$ cat src/hdl/nrt_pkg.sv
// Shared types, codes and constants of the name registry table.
`timescale 1ns / 1ps

package nrt_pkg;

    localparam int NAME_BYTES = 32;
    localparam int NAME_W     = 8 * NAME_BYTES;
    localparam int WORD_W     = 64;
    localparam int HANDLE_W   = 16;
    localparam int TYPE_W     = 4;
    localparam int RIGHTS_W   = 16;
    localparam int LEN_W      = 6;
    localparam int STATUS_W   = 3;
    localparam int ATTR_W     = HANDLE_W + TYPE_W + RIGHTS_W;
    localparam int CFG_IDX_W  = 2;
    localparam int CFG_DATA_W = 16;

    localparam logic [1:0] OP_REGISTER   = 2'd0;
    localparam logic [1:0] OP_UNREGISTER = 2'd1;
    localparam logic [1:0] OP_RESOLVE    = 2'd2;
    localparam logic [1:0] OP_OPEN       = 2'd3;

    localparam logic [STATUS_W-1:0] ST_OK       = 3'd0;
    localparam logic [STATUS_W-1:0] ST_INVALID  = 3'd1;
    localparam logic [STATUS_W-1:0] ST_DUP      = 3'd2;
    localparam logic [STATUS_W-1:0] ST_FULL     = 3'd3;
    localparam logic [STATUS_W-1:0] ST_NOTFOUND = 3'd4;
    localparam logic [STATUS_W-1:0] ST_PERM     = 3'd5;

    localparam logic [CFG_IDX_W-1:0] CFG_INVALID_HANDLE = 2'd0;
    localparam logic [CFG_IDX_W-1:0] CFG_UNUSED_TYPE    = 2'd1;

    typedef enum logic [1:0] {
        S_IDLE,
        S_SCAN,
        S_RESP
    } t_state;

    typedef struct packed {
        logic [1:0]          op;
        logic [NAME_W-1:0]   name;
        logic [HANDLE_W-1:0] handle;
        logic [TYPE_W-1:0]   otype;
        logic [RIGHTS_W-1:0] grant;
        logic [RIGHTS_W-1:0] need;
        logic                bad;
    } t_req;

    typedef struct packed {
        logic [STATUS_W-1:0] status;
        logic [HANDLE_W-1:0] handle;
        logic [TYPE_W-1:0]   otype;
        logic [RIGHTS_W-1:0] rights;
    } t_resp;

endpackage

$ cat src/hdl/nrt_name_fmt.sv
// Effective-name formatter: cuts the name at its length or first zero byte.
`timescale 1ns / 1ps

module nrt_name_fmt (
    input  logic [nrt_pkg::WORD_W-1:0] i_word0,
    input  logic [nrt_pkg::WORD_W-1:0] i_word1,
    input  logic [nrt_pkg::WORD_W-1:0] i_word2,
    input  logic [nrt_pkg::WORD_W-1:0] i_word3,
    input  logic [nrt_pkg::LEN_W-1:0]  i_length,
    output logic [nrt_pkg::NAME_W-1:0] o_name,
    output logic                       o_len_zero,
    output logic                       o_len_full
);

    logic [nrt_pkg::NAME_W-1:0]     raw;
    logic [nrt_pkg::NAME_BYTES-1:0] nz;
    logic [nrt_pkg::NAME_BYTES-1:0] keep;
    logic [nrt_pkg::LEN_W-1:0]      lim;

    assign raw = {i_word3, i_word2, i_word1, i_word0};
    assign lim = (i_length > nrt_pkg::LEN_W'(nrt_pkg::NAME_BYTES)) ?
                 nrt_pkg::LEN_W'(nrt_pkg::NAME_BYTES) : i_length;

    // A byte survives when it lies below the length limit and no zero byte
    // comes at or before it.
    for (genvar g = 0; g < nrt_pkg::NAME_BYTES; g++) begin : g_byte
        assign nz[g]          = (raw[8*g +: 8] != 8'd0);
        assign keep[g]        = (nrt_pkg::LEN_W'(g) < lim) && (&nz[g:0]);
        assign o_name[8*g +: 8] = keep[g] ? raw[8*g +: 8] : 8'd0;
    end

    assign o_len_zero = !keep[0];
    assign o_len_full = keep[nrt_pkg::NAME_BYTES-1];

endmodule

$ cat config.mk
export PLATFORM = sky130hd
export DESIGN_NAME = nrt_name_fmt
export DESIGN_NICKNAME = d
export VERILOG_FILES = /design/src/hdl/nrt_pkg.sv /design/src/hdl/nrt_name_fmt.sv
export SDC_FILE = /design/constraint.sdc
export NUM_CORES = 1
export LEC_CHECK = 0
export ABC_AREA = 1
export BUFFER_PORTS_ARGS = -buffer_cell sky130_fd_sc_hd__buf_4
export CAP_MARGIN = 20
export CORE_AREA = 5 5 199 201
export DETAILED_ROUTE_END_ITERATION = 7
export DIE_AREA = 0 0 204 206
export GPL_ROUTABILITY_DRIVEN = 0
export PLACE_DENSITY_LB_ADDON = 0.05
export SETUP_SLACK_MARGIN = 0.5
export SYNTH_ARGS = -nofsm -noshare
export SYNTH_HDL_FRONTEND = slang
export SYNTH_SLANG_ARGS = --single-unit
$ cat constraint.sdc
create_clock -name vclk -period 1.25
set_input_delay 0 -clock vclk [all_inputs]
set_output_delay 0 -clock vclk [all_outputs]
set_load 0.01 [all_outputs]
Word-level counts from Yosys, hierarchy flattened
Index checks and enable logic that the tools add are counted.
- output and inout bits: 258
- bits in registers: 0
- input bits: 262
- logic and storage cells: 162
- reduce and logical (&&, ||, !) cells: 96
- multiplexer cells: 33
- $lt $le $gt $ge: 33
- operator list (kind ; number):
    8-bit 2-to-1 mux ; 32
    8-bit nonzero test ; 32
    5-bit by 6-bit < comparator with 1-bit output, first input constant ; 16
    4-bit by 6-bit < comparator with 1-bit output, first input constant ; 8
    1-bit logical AND ; 32
    32-bit AND reduction ; 1
    31-bit AND reduction ; 1
    30-bit AND reduction ; 1
    29-bit AND reduction ; 1
    28-bit AND reduction ; 1
    27-bit AND reduction ; 1
    26-bit AND reduction ; 1
    25-bit AND reduction ; 1
    3-bit by 6-bit < comparator with 1-bit output, first input constant ; 4
    24-bit AND reduction ; 1
    23-bit AND reduction ; 1
    22-bit AND reduction ; 1
    21-bit AND reduction ; 1
    20-bit AND reduction ; 1
    19-bit AND reduction ; 1
    18-bit AND reduction ; 1
    17-bit AND reduction ; 1
    16-bit AND reduction ; 1
    15-bit AND reduction ; 1
    other kinds (18) ; 20

Depth between registers and ports, before layout
- depth after elaboration: 5
- mapped depth: 11
- mapped depth without buffers: 10

Worst setup path before layout
Ideal clock, no wire load.
- kind: input-to-output
- from: input port i_length[5] (netlist name)
- to: output port o_name[208] (netlist name)
- required time: 1250 ps
- arrival time: 1147 ps
- path slack: 103 ps
- stages: 8
- path buffers: 1
- cells stage by stage: buf_2 inv_1 nand3_1 inv_1 nor2_1 nor3_1 nand3_4 nor2_1
- longest elaborated chain between the ends: 5
- ends and longest elaborated chain (item ; RTL line ; source):
    from (decl) ; nrt_name_fmt.sv:9 ; input logic [nrt_pkg::LEN_W-1:0] i_length,
    6-bit > comparator ; nrt_name_fmt.sv:21 ; assign lim = (i_length > nrt_pkg::LEN_W'(nrt_pkg::NAME_BYTES)) ?
    6-bit 2-to-1 mux (*) ; nrt_name_fmt.sv:21 ;
    5-bit by 6-bit < comparator with 1-bit output (*) ; nrt_name_fmt.sv:28 ; assign keep[g] = (nrt_pkg::LEN_W'(g) < lim) && (&nz[g:0]);
    1-bit logical AND (*) ; nrt_name_fmt.sv:28 ;
    8-bit 2-to-1 mux (*) ; nrt_name_fmt.sv:29 ; assign o_name[8*g +: 8] = keep[g] ? raw[8*g +: 8] : 8'd0;
    to (decl) ; nrt_name_fmt.sv:10 ; output logic [nrt_pkg::NAME_W-1:0] o_name,
Every way passes the cells marked *; elsewhere a longest branch is shown, timed or not.

Worst setup path after layout
- from: input port i_word0[57] (netlist name)
- to: output port o_name[57] (netlist name)
- longest elaborated chain between the ends: 4
- ends and longest elaborated chain (item ; RTL line ; source):
    from (decl) ; nrt_name_fmt.sv:5 ; input logic [nrt_pkg::WORD_W-1:0] i_word0,
    8-bit nonzero test ; nrt_name_fmt.sv:27 ; assign nz[g] = (raw[8*g +: 8] != 8'd0);
    8-bit AND reduction ; nrt_name_fmt.sv:28 ;
    1-bit logical AND ; nrt_name_fmt.sv:28 ;
    8-bit 2-to-1 mux (*) ; nrt_name_fmt.sv:29 ;
Marked as above.

==> metrics.txt <==
Pwr Total=5.37 mW; FP Rows=71; RSZ-0062 raised after global routing=yes; Post-DP HPWL=27300 um; wirelength, routed=30700 um; wire per inst=14.6 um; Reg power frac=0; first-pass GRT wire length=44000 um; Gate Count Post-Synth=857; Die H=206 um; P_leak=7.00 nW; CP startpoint kind=input port; Netlist cell types=29; hold path start=i_word0[61]; Worst Max-Slew Pin Slew=0.431 ns; outcome=finished with violations; Starting Density=0.0968; Worst Hold End=o_name[61]; share of the synthesized area in the top cell type=0.388; sequential area share after synthesis=0; Warnings, synthesis=0; # IOs=520; core area=0.0374 mm2; Period minus WS final=1.47 ns; hold path cells=4; Die Area=0.0420 mm2; Total Routing Usage GR=0.132; layout cells sized above 1=0.711; Logic pwr share=1.000; failing checks=negative setup slack; largest net degree at the start of global routing=11; synthesized area per cell=4.23 um2; nets@finish=1858; post-synth top area cell=nor2_1; Synth Cell Area=0.00362 mm2; Sw Share=0.462; MaxCap Viol Count=0; Detailed Routing Iterations Pass 1=4; final worst-path cycle share=1.18; Worst EP required=1.25 ns; Crit Path Class=in -> out; Area contributors post-synth=nor2_1, inv_1, nand2_1; Hold Vio Cnt, Final=0; Via Count=7528; Clk network pwr share=0; DP Cell Count=2068; Sequential Area=0 um2; Final ANT Viol Nets=0; Inserted Diodes=0; Relative slew margins=0.712; DRC=0; Pint=2.89 mW; vias per inst=3.58; final std cells w/o fill=2105; # setup viols final=239; f_max=680 MHz; FFs & Latches=0; post-route worst setup slack=-0.221 ns; Power Dens Cells=410 mW/mm2; port buffer count=520; Crit. End Element=primary output; HP Class=in -> out; initial antenna violation count=0; vias in the first global route=7730; Max FO, Critical Path=8; P_sw=2.48 mW; clock buf count=0; max-slew violations=0; Peak VDD IR=0.000162 V; synth-to-layout area growth=261%; syn_nets=1119; Iteration-0 DRC Markers=111; Critical Path AT=1.47 ns; Die Width=204 um; grt total ovfl=0
==> stage by stage <==
| step | util | cell area (um2) | setup slack, ns | hold slack, ns | setup TNS (ns) |
|---|---|---|---|---|---|
| 6_report | 0.350 | 13100 | -0.221 | 0.289 | -33.97 |
| 3_3_place_gp | 0.268 | 10000 | -0.471 | 0.311 | -69.49 |
| 5_1_grt | 0.350 | 13100 | -0.331 | 0.302 | -58.82 |
| 2_1_floorplan | - | 4050 | 0.111 | 0.0698 | 0 |
| 4_1_cts | 0.317 | 11900 | -0.253 | 0.304 | -41.57 |
| 3_5_place_dp | 0.268 | 10000 | -0.504 | 0.310 | -73.63 |
==> worst max-delay path by stage <==
stage | startpoint | cells after the start | slack, ns | to
after CTS | i_word0[34] | 14 | -0.25 | o_name[205]
after global placement | i_word0[38] | 13 | -0.47 | o_name[200]
after floorplan | i_word0[41] | 11 | 0.11 | o_name[186]
after detailed placement | i_word0[38] | 13 | -0.50 | o_name[200]
after global routing | i_word0[36] | 14 | -0.33 | o_name[138]
final | i_word0[57] | 15 | -0.22 | o_name[57]
==> power by group through the flow <==
stage	Sequential [mW]	Combinational, mW	Clock (mW)
final	0	5.37	0
after global routing	0	5.77	0
after detailed placement	0	4.03	0
after global placement	0	4.06	0
after floorplan	0	1.49	0
after CTS	0	4.89	0
==> cells in the mapped netlist <==
cell	count
a21oi_2	1
nor2_4	2
buf_2	1
inv_2	5
a211oi_1	1
o21ai_0	2
nor2_8	2
o21ai_1	1
o21a_1	1
nor2_2	13
nand4_1	21
nand2_2	7
nor3b_1	1
nand3_1	18
o211a_1	1
nand2_1	95
o21ai_2	2
inv_1	280
o211ai_1	1
nor2_1	374
a21boi_0	1
nand3_2	3
inv_4	1
a21oi_1	8
o211ai_2	1
nand3_4	9
nor3_1	3
buf_12	1
and3_1	1
==> kinds of logic after synthesis <==
group | share of synthesized area
AND/OR/NAND/NOR | 0.659
buffers and inverters | 0.304
AO/OA/AOI/OAI | 0.0370
==> metal layers <==
layer,up-vias,share of wire,GRT usage,wire (um)
met4,0,0.016,0.0151,485
li1,3880,-,-,-
met5,-,0,0,0
met2,273,0.54,0.257,16700
met1,3353,0.36,0.148,11000
met3,22,0.083,0.0350,2560
==> placed cells by master, fill, tap and decap left out, types with 3 or more instances in the layout <==
| cell | count |
|---|---|
| nand3_4 | 21 |
| nand2_8 | 4 |
| nand3_1 | 10 |
| o21ai_4 | 3 |
| buf_8 | 3 |
| nor2_2 | 79 |
| nand4_1 | 21 |
| a21oi_1 | 4 |
| inv_4 | 19 |
| buf_12 | 18 |
| nor2_4 | 202 |
| inv_1 | 243 |
| nand2_2 | 26 |
| inv_2 | 21 |
| nor2_1 | 109 |
| inv_8 | 3 |
| a21oi_4 | 3 |
| buf_4 | 471 |
| buf_6 | 244 |
| nand2_4 | 7 |
| nand2_1 | 65 |
==> what timing repair did <==
action,4_1_cts,5_1_grt
hold buffers,0,0
setup buffers,20,14
endpoints found under the setup margin,258,258
cloned,2,1
pin swaps,67,52
gates resized for setup,459,291
==> cell type report <==
cell class	instances	area [um2]
multi-input cells	571	4590
inverters	286	1140
well taps	511	639
fillers	4128	24300
repair buffers	737	6710
==> critical path: stages <==
cell and delay [ns]:
buf_4 0.10, inv_4 0.03, nand2_2 0.05, nor2_2 0.04
nand2_1 0.06, nand2_1 0.07, nor2_2 0.17, nand2_4 0.13
buf_6 0.16, nor2_4 0.12, buf_12 0.15, inv_4 0.04
buf_12 0.14, nor2_4 0.10, buf_6 0.11
(Power assumes the default switching activity.)
